**src/sv/acpf_pkg.sv**
```systemverilog
// package for the autocorrelation loop point finder
// word types, sizes, codes and divider handshake structs; no dependencies
`default_nettype none
package acpf_pkg;

  localparam int MAX_SAMPLES = 16384;
  localparam int ADDR_W      = 14;
  localparam int CNT_W       = 15;
  localparam int LAG_W       = 14;
  localparam int ACC_W       = 48;
  localparam int PROD_W      = 62;
  localparam int RATE_W      = 18;
  localparam int DVS_W       = 9;

  localparam logic [CNT_W-1:0]  MIN_LENGTH = 15'd1024;
  localparam logic [DVS_W-1:0]  HIGH_FREQ  = 9'd500;
  localparam logic [DVS_W-1:0]  LOW_FREQ   = 9'd80;
  localparam logic [DVS_W-1:0]  THIRD_DIV  = 9'd3;
  localparam logic [RATE_W-1:0] RATE_RESET = 18'd48000;

  // reciprocals: ceil(2^16/3), ceil(2^23/125) after a shift by 2, ceil(2^16/5) after a shift by 4
  localparam logic [15:0] RECIP_THIRD = 16'd21846;
  localparam logic [16:0] RECIP_HIGH  = 17'd67109;
  localparam logic [13:0] RECIP_LOW   = 14'd13108;

  localparam logic [1:0] STATUS_OK    = 2'd0;
  localparam logic [1:0] STATUS_SHORT = 2'd1;
  localparam logic [1:0] STATUS_OVF   = 2'd2;

  typedef struct packed {
    logic signed [15:0] sample;
    logic               last;
  } in_word_t;

  typedef struct packed {
    logic [1:0]  status;
    logic [13:0] start_pt;
    logic [13:0] end_pt;
    logic [13:0] period;
  } out_word_t;

  typedef struct packed {
    logic              start;
    logic [RATE_W-1:0] dividend;
    logic [DVS_W-1:0]  divisor;
  } div_req_t;

  typedef struct packed {
    logic              done;
    logic [RATE_W-1:0] quotient;
  } div_rsp_t;

endpackage
`default_nettype wire

```
**src/sv/acpf_div.sv**
```systemverilog
// divider for the three fixed divisors by reciprocal multiplication
// quotient and done are registered, valid in the cycle after start; uses acpf_pkg
`default_nettype none
module acpf_div (
  input  wire logic               clk,
  input  wire logic               rst_n,
  input  wire acpf_pkg::div_req_t req,
  output acpf_pkg::div_rsp_t      rsp
);

  logic                          done_r;
  logic [acpf_pkg::RATE_W-1:0]   quo_r;
  logic [acpf_pkg::RATE_W-1:0]   quo_nxt;
  logic [30:0]                   prod_third;
  logic [32:0]                   prod_high;
  logic [27:0]                   prod_low;

  // exact for a length below 2^15 and any 18-bit rate
  assign prod_third = 31'(req.dividend[14:0]) * 31'(acpf_pkg::RECIP_THIRD);
  assign prod_high  = 33'(req.dividend[17:2]) * 33'(acpf_pkg::RECIP_HIGH);
  assign prod_low   = 28'(req.dividend[17:4]) * 28'(acpf_pkg::RECIP_LOW);

  always_comb begin
    unique case (req.divisor)
      acpf_pkg::HIGH_FREQ: begin
        quo_nxt = acpf_pkg::RATE_W'(prod_high[32:23]);
      end
      acpf_pkg::LOW_FREQ: begin
        quo_nxt = acpf_pkg::RATE_W'(prod_low[27:16]);
      end
      default: begin
        quo_nxt = acpf_pkg::RATE_W'(prod_third[30:16]);
      end
    endcase
  end

  always_ff @(posedge clk) begin
    if (!rst_n) begin
      done_r <= 1'b0;
    end else begin
      done_r <= req.start;
    end
  end

  always_ff @(posedge clk) begin
    if (req.start) begin
      quo_r <= quo_nxt;
    end
  end

  assign rsp.done     = done_r;
  assign rsp.quotient = quo_r;

endmodule
`default_nettype wire

```
**config.mk**
```make
export PLATFORM = sky130hd
export DESIGN_NAME = acpf_div
export DESIGN_NICKNAME = d
export VERILOG_FILES = /design/src/sv/acpf_pkg.sv /design/src/sv/acpf_div.sv
export SDC_FILE = /design/constraint.sdc
export NUM_CORES = 1
export LEC_CHECK = 0
export ABC_AREA = 0
export ABC_CLOCK_PERIOD_IN_PS = 11800
export BUFFER_PORTS_ARGS = -buffer_cell sky130_fd_sc_hd__buf_2
export CAP_MARGIN = 20
export CORE_UTILIZATION = 40
export DETAILED_ROUTE_END_ITERATION = 10
export SLEW_MARGIN = 20
export SYNTH_ARGS = -nofsm -noshare
export SYNTH_HDL_FRONTEND = slang
export SYNTH_SLANG_ARGS = --single-unit
```
**constraint.sdc**
```tcl
create_clock -name clk -period 11.8 [get_ports clk]
set_clock_uncertainty 0.2 [all_clocks]
set_input_delay 2.36 -clock clk [delete_from_list [all_inputs] [get_ports clk]]
set_output_delay 2.36 -clock clk [all_outputs]
set_load 0.05 [all_outputs]
```
# Word-level counts from Yosys, hierarchy flattened
# Index checks and enable logic that the tools add are counted.
# word_totals
ff_bits	19
in_bits	30
out_inout_bits	19
word_cells	8
# op_classes
multipliers	3
n_eq_ne	2
muxes	1
# op_table
cell	n
$mul A16 B17 Y33 const B	1
$mul A15 B14 Y29 const B	1
$pmux W14 S2	1
$mul A14 B12 Y26 const B	1
$eq A9 B7 Y1 const B	1
$eq A9 B9 Y1 const B	1

# Logic depth before layout (Yosys ltp)
# depth
word_depth	2
mapped_depth	20
mapped_depth_nobuf	20

# Least setup slack after synthesis
# OpenSTA, ideal clock, no wires.
# synth_path
path_type	input port to flip-flop
start	input req[10] in the netlist's numbering
end	register quo_r[13] in the netlist's numbering (data pin)
setup_ns	0.261
arrival_ns	7.336
required_ns	11.339
setup_slack_ns	4.003
path_stages	19
path_buffers	0
cell_sequence	ha_1 inv_1 fa_1 inv_1 fa_1 inv_1 fa_1 fa_1 fa_1 inv_1 ha_1 a21oi_1 o211ai_1 o311ai_2 o21a_1 o311ai_4 a2111oi_0 or3_1 a21oi_1
# synth_between
elab_chain_len	2
# synth_rtl
element	line_no	text
start: declaration	acpf_div.sv:7	input wire acpf_pkg::div_req_t req,
$mul A15 B14 Y29	acpf_div.sv:19	assign prod_third = 31'(req.dividend[14:0]) * 31'(acpf_pkg::RECIP_THIRD);
$pmux W14 S2	acpf_div.sv:24	unique case (req.divisor)
net quo_nxt, one bit	acpf_div.sv:13	logic [acpf_pkg::RATE_W-1:0] quo_nxt;
end signal: assignment	acpf_div.sv:47	quo_r <= quo_nxt;
end: declaration	acpf_div.sv:12	logic [acpf_pkg::RATE_W-1:0] quo_r;
# The timed path passes the listed nets, and every way through them passes these cells.
# A chain may end at the register's enable or synchronous reset.

# Worst setup path in the final report
# layout_path
start	input req[12] in the netlist's numbering
end	register quo_r[13] in the netlist's numbering (data pin)
# Same word-level chain as after synthesis.

==> impl_results.md <==
- Result of the run: finished, final reports clean
- Post-synth design cell area: 0.00985 mm^2
- Hold WC Path Type: primary input to register
- Setup repair after global routing missed its margin: false
- Share of layout cells above drive strength 1: 5.56%
- Horizontal die dimension: 159 um
- Pre-antenna DRT Iters: 4
- Clock root cell: clkbuf_16
- Number of sinks on the clock net: 15
- Synth area leader: ha_1
- Bufs on Longest Clock Path: 2
- Number of nets with antenna violations after detailed routing: 0
- Total Power: 2550 uW
- Synth Register Bits: 15
- Antenna violations before repair: 0
- Achievable Freq: 122 MHz
- Via count: 6901
- Slew Limit Headroom: 35.4%
- Final hold vios: 0
- Initial detailed-routing violation count: 265
- Final Slew Violations: 0
- Placed cells: 1381
- Final Setup Violations: 0
- Global router's overall resource usage: 18.4%
- Residual overflow from global routing: 0
- Leading register cell type out of synthesis: edfxtp_1
- Worst Setup Slack, final: 3.60 ns
- TritonCTS Buffers: 3
- Post-detailed-routing wire length: 22.2 mm
- Largest net degree at the start of global routing: 16
- Placeable core region: 0.0242 mm^2
- Crit path kind: primary input to register
- Hold slack final: 2.12 ns
- Type of element launching the critical path: primary input
- Sum of negative setup slack: 0 ns
- Post-CTS Setup Bufs: 0
- Arrival time reported for the critical path endpoint: 7.99 ns
- Largest fanout on the critical path: 7
- Most frequent cell after synthesis: ha_1
- Proportion of netlist area held by the largest area contributor: 36.2%
- Top post-synthesis cells by area: ha_1, fa_1, inv_1
- Startpoint of the worst hold path: rst_n
- Number of vias per cell after detailed routing: 4.98
- Number of violations of the max-capacitance limit: 0
- Total die area: 0.0253 mm^2
- Post-route DRC: 0
- Fraction of synthesis flops using an asynchronous set or reset pin: 0%
- Minimum period implied by the final worst setup slack: 8.20 ns
- Buffers on Ports: 44
- Syn Inst Count: 1017
- Clock transition at the register clock pins on the worst setup and hold paths after CTS: 0.05 ns
- Data required time at the worst endpoint: 11.59 ns
- Post-cts hold buffer count: 0
- Standby leakage power: 0.00593 uW
- Number of top-level pins: 49
- Number of resized instances in the post-cts repair step: 0
- Count of warnings emitted by yosys: 0
- Setup WS pre-CTS: 3.36 ns
- Final layout net count: 1520
- Number of distinct standard cells referenced by the synthesized netlist: 57
- Final weighted congestion of routability-driven global placement: 0.889
- Worst ir drop on vdd: 0.000146 V
- Sequential share of the synthesized area: 4.47%
- Maximum level of the CTS H-tree: 1
- Number of synthesized flops with an enable pin: 14
- Power per Cell Area: 242 mW/mm^2
- Final instance count without filler cells: 1385
- Antenna Diode Count: 0
- CTS tree: built
- Die H: 159 um
- Share of the cycle needed by the critical path after routing: 69.5%
- Hpwl dp: 20.3 mm
- Starting utilization of the core area: 40.6%
- Wire length of the first global-routing pass: 37.0 mm
- Site Rows: 57
- Vias in the first global route: 7387
- Average cell area after synthesis: 9.69 um^2
- Area added between synthesis and finish: 6.84%
- Actual transition at the worst max-transition pin: 0.955 ns
- Endpoint type of the worst setup path: register
- Start point of the critical path: req[12]
- Leading post-synthesis cells by instance count: ha_1, inv_1, fa_1
- Post-detailed-route wirelength per cell: 16.0 um
## logic make-up (layout without fill, tap and decap cells)
group,after synthesis,count (layout),synth area share (%)
simple gates,104,104,5.42
buf+inv,289,330,11.2
xor+xnor,45,45,4.00
other cells,1,4,0.0381
fa+ha+maj,428,428,65.2
mux,1,1,0.102
flops,15,15,4.47
compound gates,134,134,9.54
## cell usage in the layout, fill, tap and decap left out, drive strengths merged, types with 3 or more instances in the layout
cell	netlist	final
ha	285	285
inv	282	282
fa	143	143
buf	7	44
a21oi	35	35
nand2	28	28
xnor2	27	27
a21o	20	20
o21ai	20	20
xor2	18	18
nor2	18	18
nand3	15	15
edfxtp	14	14
o211ai	11	11
nand2b	8	8
o21bai	7	7
nor3	6	6
nand4	6	6
a31oi	6	6
o21a	5	5
and2	5	5
a221oi	4	4
a22oi	4	4
o221ai	4	4
conb	1	4
a211oi	4	4
and3	4	4
o22ai	3	3
and4	3	3
clkbuf	0	3
## layout make-up
type                    instances  area (um^2)
clock buffers                   3         75.1
flip-flops and latches         15          440
repair buffers                 44          220
clock inverters                 1         7.51
multi-input cells             716         8320
inverters                     282         1060
well taps                     324          405
fillers                      2494        13700
## sequential cells by signal, summed over array words and instances (netlist names)
name / flops
done_r: 1
quo_r: 14
## layer usage
layer / track usage, % / wire, um / up-vias
li1: - / - / 3416
met4: 2.40 / 272 / 0
met5: 0 / 0 / -
met2: 32.7 / 10700 / 112
met3: 1.07 / 897 / 14
met1: 25.3 / 10300 / 3359
## worst paths after layout
kind / endpoint / cells after the start
worst max-delay path: quo_r[13] / 20
worst min-delay path: done_r / 2
## metrics by stage
step / util (%) / cell area (um^2)
after floorplan: - / 9870
after global placement: 43.1 / 10400
after detailed placement: 43.1 / 10400
after CTS: 43.4 / 10500
after global routing: 43.4 / 10500
final: 43.4 / 10500
## worst max-delay path, stage by stage
cell       delay, ns
buf_2           0.16
ha_1            0.36
inv_1           0.08
fa_1            0.51
inv_1           0.05
fa_1            0.49
inv_1           0.05
fa_1            0.51
fa_1            0.51
fa_1            0.51
inv_1           0.04
ha_1            0.33
a21oi_1         0.25
o211ai_1        0.18
o311ai_2        0.44
o21a_1          0.26
o311ai_4        0.13
a2111oi_0       0.52
or3_1           0.18
a21oi_1         0.06
## power breakdown
group	switching (uW)	internal (uW)
Sequential	7.58	128
Clock	21.2	45.6
Combinational	1390	960
Total	1420	1130
No activity file was read; power rests on OpenSTA's default activity.
